===== config.mk =====
export PLATFORM = sky130hd
export DESIGN_NAME = line_sensor_pid_steering
export DESIGN_NICKNAME = d
export VERILOG_FILES = /design/src/sv/lsps_pkg.sv /design/src/sv/lsps_track.sv /design/src/sv/line_sensor_pid_steering.sv
export SDC_FILE = /design/constraint.sdc
export NUM_CORES = 2
export LEC_CHECK = 0
export BUFFER_PORTS_ARGS = -buffer_cell sky130_fd_sc_hd__buf_2
export CORE_ASPECT_RATIO = 1.25
export CORE_MARGIN = 3
export CORE_UTILIZATION = 60
export CTS_CLUSTER_SIZE = 40
export DETAILED_ROUTE_END_ITERATION = 10
export GPL_ROUTABILITY_DRIVEN = 0
export PLACE_DENSITY = 0.77
export SKIP_LAST_GASP = 1
export SLEW_MARGIN = 20
export SYNTH_ARGS = -nofsm -noshare
export SYNTH_HDL_FRONTEND = slang
export SYNTH_HIERARCHICAL = 1
export SYNTH_SLANG_ARGS = --single-unit

===== constraint.sdc =====
create_clock -name clk -period 9.7 [get_ports clk]
set_input_delay 0.485 -clock clk [delete_from_list [all_inputs] [get_ports clk]]
set_output_delay 0.485 -clock clk [all_outputs]
set_load 0.03 [all_outputs]

===== src/sv/lsps_pkg.sv =====
`timescale 1ns / 1ps
package lsps_pkg;

  localparam int SENSE_W       = 12;
  localparam int SAMPLE_BITS   = 12;
  localparam int INTEGRAL_BITS = 24;
  localparam int NUM_SENSORS   = 8;
  localparam int ERR_W         = 5;
  localparam int DERR_W        = ERR_W + 1;
  localparam int GAIN_W        = 20;
  localparam int SPEED_W       = 16;
  localparam int CFG_W         = 20;
  localparam int IDX_W         = 3;

  // product and accumulator widths, gains carried as signed with a zero msb
  localparam int PROD_P_W = GAIN_W + 1 + ERR_W;
  localparam int PROD_D_W = GAIN_W + 1 + DERR_W;
  localparam int PROD_I_W = GAIN_W + 1 + INTEGRAL_BITS;
  localparam int ACC_W    = PROD_I_W + 2;
  localparam int PID_W    = ACC_W - 9;
  localparam int SUM_W    = PID_W + 2;

  localparam logic [SENSE_W-1:0] THRESHOLD_RST = SENSE_W'(300);
  localparam logic [GAIN_W-1:0]  GAIN_P_RST    = GAIN_W'(65536);
  localparam logic [GAIN_W-1:0]  GAIN_D_RST    = GAIN_W'(32768);
  localparam logic [GAIN_W-1:0]  GAIN_I_RST    = GAIN_W'(7);
  localparam logic [SPEED_W-1:0] SPEED_LIM_RST = SPEED_W'(1792);
  localparam logic [SPEED_W-1:0] SPEED_BASE_RST = SPEED_W'(1280);

  // right outer first, left outer last
  localparam logic signed [ERR_W-1:0] SENSOR_WEIGHT [NUM_SENSORS] = '{
    -5'sd8, -5'sd4, -5'sd2, -5'sd1, 5'sd1, 5'sd2, 5'sd4, 5'sd8
  };

  typedef enum logic [IDX_W-1:0] {
    REG_THRESHOLD   = 3'd0,
    REG_GAIN_P      = 3'd1,
    REG_GAIN_D      = 3'd2,
    REG_GAIN_I      = 3'd3,
    REG_SPEED_LIMIT = 3'd4,
    REG_SPEED_BASE  = 3'd5
  } reg_index_t;

  typedef logic [NUM_SENSORS-1:0][SENSE_W-1:0] sense_vec_t;

  typedef struct packed {
    logic signed [ERR_W-1:0]         err;
    logic signed [DERR_W-1:0]        derr;
    logic signed [INTEGRAL_BITS-1:0] esum;
  } track_t;

endpackage


===== src/sv/lsps_track.sv =====
`timescale 1ns / 1ps
module lsps_track (
  input  logic                              clk,
  input  logic                              rst,
  input  logic                              advance,
  input  lsps_pkg::sense_vec_t              sense,
  input  logic [lsps_pkg::SENSE_W-1:0]      threshold,
  output lsps_pkg::track_t                  track
);
  import lsps_pkg::*;

  localparam logic signed [INTEGRAL_BITS:0] IMAX =
    (INTEGRAL_BITS+1)'((64'sd1 <<< (INTEGRAL_BITS-1)) - 64'sd1);
  localparam logic signed [INTEGRAL_BITS:0] IMIN = -IMAX - (INTEGRAL_BITS+1)'(1);

  logic signed [ERR_W-1:0]         last_error;
  logic signed [INTEGRAL_BITS-1:0] error_sum;
  logic signed [ERR_W-1:0]         err;
  logic signed [INTEGRAL_BITS:0]   sum_wide;
  logic signed [INTEGRAL_BITS-1:0] error_sum_next;

  always_comb begin
    err = '0;
    for (int i = 0; i < NUM_SENSORS; i++) begin
      if (sense[i][SAMPLE_BITS-1:0] > threshold[SAMPLE_BITS-1:0]) begin
        err = err + SENSOR_WEIGHT[i];
      end
    end
  end

  // integrator saturates at the signed range of error_sum
  always_comb begin
    sum_wide = (INTEGRAL_BITS+1)'(error_sum) + (INTEGRAL_BITS+1)'(err);
    if (sum_wide > IMAX) begin
      error_sum_next = IMAX[INTEGRAL_BITS-1:0];
    end else if (sum_wide < IMIN) begin
      error_sum_next = IMIN[INTEGRAL_BITS-1:0];
    end else begin
      error_sum_next = sum_wide[INTEGRAL_BITS-1:0];
    end
  end

  always_comb begin
    track.err  = err;
    track.derr = DERR_W'(err) - DERR_W'(last_error);
    track.esum = error_sum_next;
  end

  always_ff @(posedge clk) begin
    if (rst) begin
      last_error <= '0;
      error_sum  <= '0;
    end else if (advance) begin
      last_error <= err;
      error_sum  <= error_sum_next;
    end
  end

endmodule


===== src/sv/line_sensor_pid_steering.sv =====
`timescale 1ns / 1ps
// pipeline: a request is accepted into the input reg, then passes the error/integrator,
// gain multiplier, pid sum and speed clamp registers before out_valid
// throughput: one request per cycle while out_ready does not stall the pipeline
// reset: rst synchronous, clears pipeline valids, last error and error sum, and loads
// register defaults
module line_sensor_pid_steering (
  input  logic                               clk,
  input  logic                               rst,
  input  logic                               wr_en,
  input  logic [lsps_pkg::IDX_W-1:0]         wr_index,
  input  logic [lsps_pkg::CFG_W-1:0]         wr_data,
  input  logic                               in_valid,
  output logic                               in_ready,
  input  logic [lsps_pkg::SENSE_W-1:0]       right_outer,
  input  logic [lsps_pkg::SENSE_W-1:0]       right_third,
  input  logic [lsps_pkg::SENSE_W-1:0]       right_second,
  input  logic [lsps_pkg::SENSE_W-1:0]       right_inner,
  input  logic [lsps_pkg::SENSE_W-1:0]       left_inner,
  input  logic [lsps_pkg::SENSE_W-1:0]       left_second,
  input  logic [lsps_pkg::SENSE_W-1:0]       left_third,
  input  logic [lsps_pkg::SENSE_W-1:0]       left_outer,
  output logic                               out_valid,
  input  logic                               out_ready,
  output logic [lsps_pkg::SPEED_W-1:0]       left_speed,
  output logic [lsps_pkg::SPEED_W-1:0]       right_speed,
  output logic signed [lsps_pkg::ERR_W-1:0]  position_error
);
  import lsps_pkg::*;

  // configuration registers
  logic [SENSE_W-1:0] sense_threshold;
  logic [GAIN_W-1:0]  gain_prop;
  logic [GAIN_W-1:0]  gain_deriv;
  logic [GAIN_W-1:0]  gain_integ;
  logic [SPEED_W-1:0] speed_limit;
  logic [SPEED_W-1:0] speed_base;

  always_ff @(posedge clk) begin
    if (rst) begin
      sense_threshold <= THRESHOLD_RST;
      gain_prop       <= GAIN_P_RST;
      gain_deriv      <= GAIN_D_RST;
      gain_integ      <= GAIN_I_RST;
      speed_limit     <= SPEED_LIM_RST;
      speed_base      <= SPEED_BASE_RST;
    end else if (wr_en) begin
      case (wr_index)
        REG_THRESHOLD:   sense_threshold <= wr_data[SENSE_W-1:0];
        REG_GAIN_P:      gain_prop       <= wr_data[GAIN_W-1:0];
        REG_GAIN_D:      gain_deriv      <= wr_data[GAIN_W-1:0];
        REG_GAIN_I:      gain_integ      <= wr_data[GAIN_W-1:0];
        REG_SPEED_LIMIT: speed_limit     <= wr_data[SPEED_W-1:0];
        REG_SPEED_BASE:  speed_base      <= wr_data[SPEED_W-1:0];
        default: ;
      endcase
    end
  end

  // pipeline registers
  logic                        s0_valid;
  sense_vec_t                  s0_sense;
  logic                        s1_valid;
  track_t                      s1_track;
  logic                        s2_valid;
  logic signed [ERR_W-1:0]     s2_err;
  logic signed [PROD_P_W-1:0]  s2_prod_p;
  logic signed [PROD_D_W-1:0]  s2_prod_d;
  logic signed [PROD_I_W-1:0]  s2_prod_i;
  logic                        s3_valid;
  logic signed [ERR_W-1:0]     s3_err;
  logic signed [PID_W-1:0]     s3_pid;

  logic   out_free, s3_free, s2_free, s1_free, s0_free;
  track_t track;

  // stall chain, each stage also fills when it is empty, even while its successor stalls
  assign out_free = !out_valid || out_ready;
  assign s3_free  = !s3_valid || out_free;
  assign s2_free  = !s2_valid || s3_free;
  assign s1_free  = !s1_valid || s2_free;
  assign s0_free  = !s0_valid || s1_free;
  assign in_ready = s0_free;

  lsps_track u_track (
    .clk       (clk),
    .rst       (rst),
    .advance   (s0_valid && s1_free),
    .sense     (s0_sense),
    .threshold (sense_threshold),
    .track     (track)
  );

  // pid arithmetic
  logic signed [ACC_W-1:0] acc;
  logic signed [SUM_W-1:0] left_sum, right_sum, limit_s;
  logic [SPEED_W-1:0]      left_clamp, right_clamp;

  assign acc = ACC_W'(s2_prod_p) + ACC_W'(s2_prod_d) + ACC_W'(s2_prod_i);

  always_comb begin
    limit_s   = SUM_W'($signed({1'b0, speed_limit}));
    left_sum  = SUM_W'($signed({1'b0, speed_base})) + SUM_W'(s3_pid);
    right_sum = SUM_W'($signed({1'b0, speed_base})) - SUM_W'(s3_pid);
    if (left_sum < 0) begin
      left_clamp = '0;
    end else if (left_sum > limit_s) begin
      left_clamp = speed_limit;
    end else begin
      left_clamp = left_sum[SPEED_W-1:0];
    end
    if (right_sum < 0) begin
      right_clamp = '0;
    end else if (right_sum > limit_s) begin
      right_clamp = speed_limit;
    end else begin
      right_clamp = right_sum[SPEED_W-1:0];
    end
  end

  always_ff @(posedge clk) begin
    if (rst) begin
      s0_valid  <= 1'b0;
      s1_valid  <= 1'b0;
      s2_valid  <= 1'b0;
      s3_valid  <= 1'b0;
      out_valid <= 1'b0;
    end else begin
      if (s0_free) s0_valid <= in_valid;
      if (s1_free) s1_valid <= s0_valid;
      if (s2_free) s2_valid <= s1_valid;
      if (s3_free) s3_valid <= s2_valid;
      if (out_free) out_valid <= s3_valid;
    end
  end

  always_ff @(posedge clk) begin
    if (s0_free && in_valid) begin
      s0_sense <= {left_outer, left_third, left_second, left_inner,
                   right_inner, right_second, right_third, right_outer};
    end
    if (s1_free && s0_valid) begin
      s1_track <= track;
    end
    if (s2_free && s1_valid) begin
      s2_err    <= s1_track.err;
      s2_prod_p <= $signed({1'b0, gain_prop}) * s1_track.err;
      s2_prod_d <= $signed({1'b0, gain_deriv}) * s1_track.derr;
      s2_prod_i <= $signed({1'b0, gain_integ}) * s1_track.esum;
    end
    if (s3_free && s2_valid) begin
      s3_err <= s2_err;
      // halving plus the move from q.16 to q8.8, floor rounding
      s3_pid <= PID_W'(acc >>> 9);
    end
    if (out_free && s3_valid) begin
      left_speed     <= left_clamp;
      right_speed    <= right_clamp;
      position_error <= s3_err;
    end
  end

  a_err_range: assert property (@(posedge clk) disable iff (rst)
    out_valid |-> position_error != ERR_W'(-16))
    else $error("position error out of range");

  a_empty_ready: assert property (@(posedge clk) disable iff (rst)
    !s0_valid |-> in_ready)
    else $error("input stalled with empty input stage");

  a_accept_fill: assert property (@(posedge clk) disable iff (rst)
    (in_valid && in_ready) |=> s0_valid)
    else $error("accepted request lost at input stage");

  a_reset_clear: assert property (@(posedge clk)
    rst |=> !out_valid && !s0_valid)
    else $error("pipeline not cleared by reset");

endmodule


==> results.ini <==
[status]
status=completed

[worst_setup_path]
critPathMaxFanout=25
start_kind=register
path_class=reg2reg
r2r_slack_ns=1.02
worstPathRequired_ns=10.01
reg2reg_depth=22
critPathArrivalTime_ns=9.00
worstSetupEndpointType=register

[synth]
synth_cells=5094
synthMuxAreaShare_pct=0.9770
synth_seq_cells=451
synth_top_family_by_area=adder cells
syn_nets=6352
synth_cell_types=98
async_reset_ff_share_pct=0
synth_compound_area_share_pct=9.432
synth_fa_ha_area_share_pct=38.63
yosysSeqAreaShare_pct=24.47
synthFlopType=edfxtp_1
synthSimpleGateAreaFrac_pct=15.64
syn_area_um2=49690
synth_xor_area_share_pct=3.243
syn_avg_cell_area_um2=9.755
yosysWarnings=6
synth_edf_count=313

[clocking]
cts_root_buffer=clkbuf_16
cts_tree=built
clockBufferDepth=3
htreeDepth=2
clkTransAtPathRegs_ns=0.06
cts.sinks=451
cts_buffers=48
post_cts_buffers=0
clock_latency_ns=0.64

[floorplan]
row_count=117
core-area_um2=81830
die_w_um=263.4
fp.dieH_um=327.7
die-area_um2=86330
pin_count=163
start_util_pct=60.72

[cells_and_area]
multiInputGateArea_um2=33830
seq_area_um2=12160
nFillCells=6332
areaGrowthSynthToFinish_pct=7.713
fin_nets=6451
antennaDiodeCount=0
final_common_cell=inv_1
drive_above_1_share_pct=6.078
final_cell_mix=inv_1 (797), fa_1 (667), nand2_1 (652), ha_1 (467), and2_1 (387)

[sta]
whs_ns=0.03145
finalCriticalPeriod_ns=8.682
clock_skew_ns=0.06777
setup_violations=0
period_share_pct=89.50
fmax_mhz=115.2
drv_slew=0
slew_headroom_pct=24.17
tightestPinTransition_ns=1.136
finalSetupTns_ns=0
hold_viol=0
rsz0062_at_grt=false

[job]
maxCapViolCount=0

[grt]
antenna_found_initial=0
grt_pass1_vias=37880
track_usage_pct=28.40
use_met1_pct=35.43
met2_usage_pct=49.45
overflow=0
grt_start_max_net_pins=86
met3_usage_pct=4.532
grt_busiest_layer=met2
grt_pass1_wl_mm=196.4

[routing]
drcViolationCount=0
routed_wl_mm=120.1
first_pass_iters=8
ant_nets=0
wl_per_cell_um=19.05
drt_iter0_markers=2902
routed_via_density=5.745
dr_total_vias=36210

[worst_hold_path]
hold_depth=1
hold_class=in2reg

[placed_design]
numPortBuffers=162
dp_hpwl_mm=91.32

stage by stage:
step                worst slack (ns)  utilization, %  instances  instance area (µm²)
floorplan                      2.634               -       5094                49690
global placement               1.271           62.68       6155                51290
detailed placement             1.112           62.70       6156                51310
CTS                            1.047           65.35       6300                53480
global route                  0.7043           65.41       6303                53520
finish                         1.018           65.41       6303                53520
state kept, by name (all words and copies together), names as in the netlist, 5 cells and up:
signal / cells
s2_prod_d: 27
u_track/last_error: 5
gain_prop: 20
sense_threshold: 12
s2_err: 5
gain_integ: 20
gain_deriv: 20
u_track/error_sum: 24
right_speed: 16
left_speed: 16
s0_sense: 96
s2_prod_i: 45
speed_base: 16
speed_limit: 16
position_error: 5
s3_pid: 37
s3_err: 5
s2_prod_p: 26
s1_track: 35
per-layer routing:
metal | up-vias | routed length (µm)
met2 | 1293 | 59490
met4 | 0 | 5437
met1 | 17920 | 46590
li1 | 16690 | -
met3 | 311 | 8565
met5 | - | 0
critical path, cell delays in order (launching register included):
cell and delay, ns:
dfxtp_1 1.07, nand2_1 0.19, fa_1 0.56, inv_1 0.05, fa_1 0.47, fa_1 0.55
fa_1 0.54, fa_1 0.56, fa_1 0.55, inv_1 0.05, fa_1 0.49, inv_1 0.05
ha_1 0.38, nand4_1 0.19, or2_2 0.39, nor3_1 0.18, nor4b_1 0.89, nor2_1 0.16
o21ai_1 0.37, a311oi_1 0.24, o211ai_1 0.23, a21oi_1 0.10, xnor2_1 0.13
final cells by class:
type,count,area share [%]
multi-input combinational,3651,63.20
sequential,451,22.72
inverter,800,5.610
timing repair buffer,241,2.931
clock buffer,69,2.548
tap,1071,2.504
clock inverter,20,0.4816
Yosys cell counts (all sizes together), types with 6 or more instances:
| cell type | instances | area [µm²] |
|---|---|---|
| inv | 799 | 2999 |
| fa | 667 | 13350 |
| nand2 | 652 | 2447 |
| ha | 467 | 5843 |
| and2 | 387 | 2421 |
| edfxtp | 313 | 9399 |
| a21oi | 279 | 1415 |
| clkbuf | 183 | 686.9 |
| nor2 | 182 | 683.2 |
| dfxtp | 138 | 2763 |
| xnor2 | 135 | 1182 |
| a21o | 101 | 758.2 |
| o21ai | 83 | 426.7 |
| nand2b | 70 | 437.9 |
| nor3 | 53 | 275.3 |
| o21a | 50 | 375.4 |
| xor2 | 49 | 429.2 |
| nand4 | 46 | 294.0 |
| nand3 | 45 | 225.2 |
| mux2i | 44 | 440.4 |
| nor2b | 42 | 262.8 |
| o21bai | 26 | 195.2 |
| and3 | 23 | 153.9 |
| o211ai | 22 | 170.2 |
| a211oi | 20 | 170.2 |
| a31oi | 18 | 148.9 |
| nand3b | 16 | 120.1 |
| or2 | 14 | 90.09 |
| nor4 | 13 | 111.4 |
| or3 | 13 | 81.33 |
| o31ai | 10 | 93.84 |
| buf | 9 | 85.08 |
| a2111oi | 8 | 70.07 |
| a311oi | 8 | 93.84 |
| a211o | 7 | 61.31 |
| and4 | 7 | 61.31 |
| o2111ai | 7 | 61.31 |
| o41ai | 7 | 61.31 |
| a21boi | 6 | 48.80 |
| a31o | 6 | 52.55 |
| o31a | 6 | 52.55 |
worst paths after layout:
path                                 end                   startpoint
max              s2_prod_i[44]$_DFFE_PP_  gain_integ[16]$_SDFFE_PP0P_
min               s0_sense[76]$_DFFE_PP_                left_third[4]
max reg2reg      s2_prod_i[44]$_DFFE_PP_  gain_integ[16]$_SDFFE_PP0P_
min reg2reg  position_error[0]$_DFFE_PP_          s3_err[0]$_DFFE_PP_
repair_timing:
item                       4_1_cts  5_1_grt
hold endpoints to repair        55        2
setup endpoints to repair        0        0
hold buffers                    55        2
gates resized for setup          0        0
logic make-up (layout without fill, tap and decap cells):
logic type | after synthesis | after routing
AND/OR/NAND/NOR | 1575 | 1575
adder cells (fa/ha/maj) | 1134 | 1134
buffers and inverters | 992 | 1130
AO/OA/AOI/OAI | 710 | 710
flip-flops | 451 | 451
XOR/XNOR | 184 | 184
multiplexers | 48 | 48
Power is left out: the tool's default activity adds up to more than one toggle a clock period on the data nets, which glitch-free logic cannot reach.
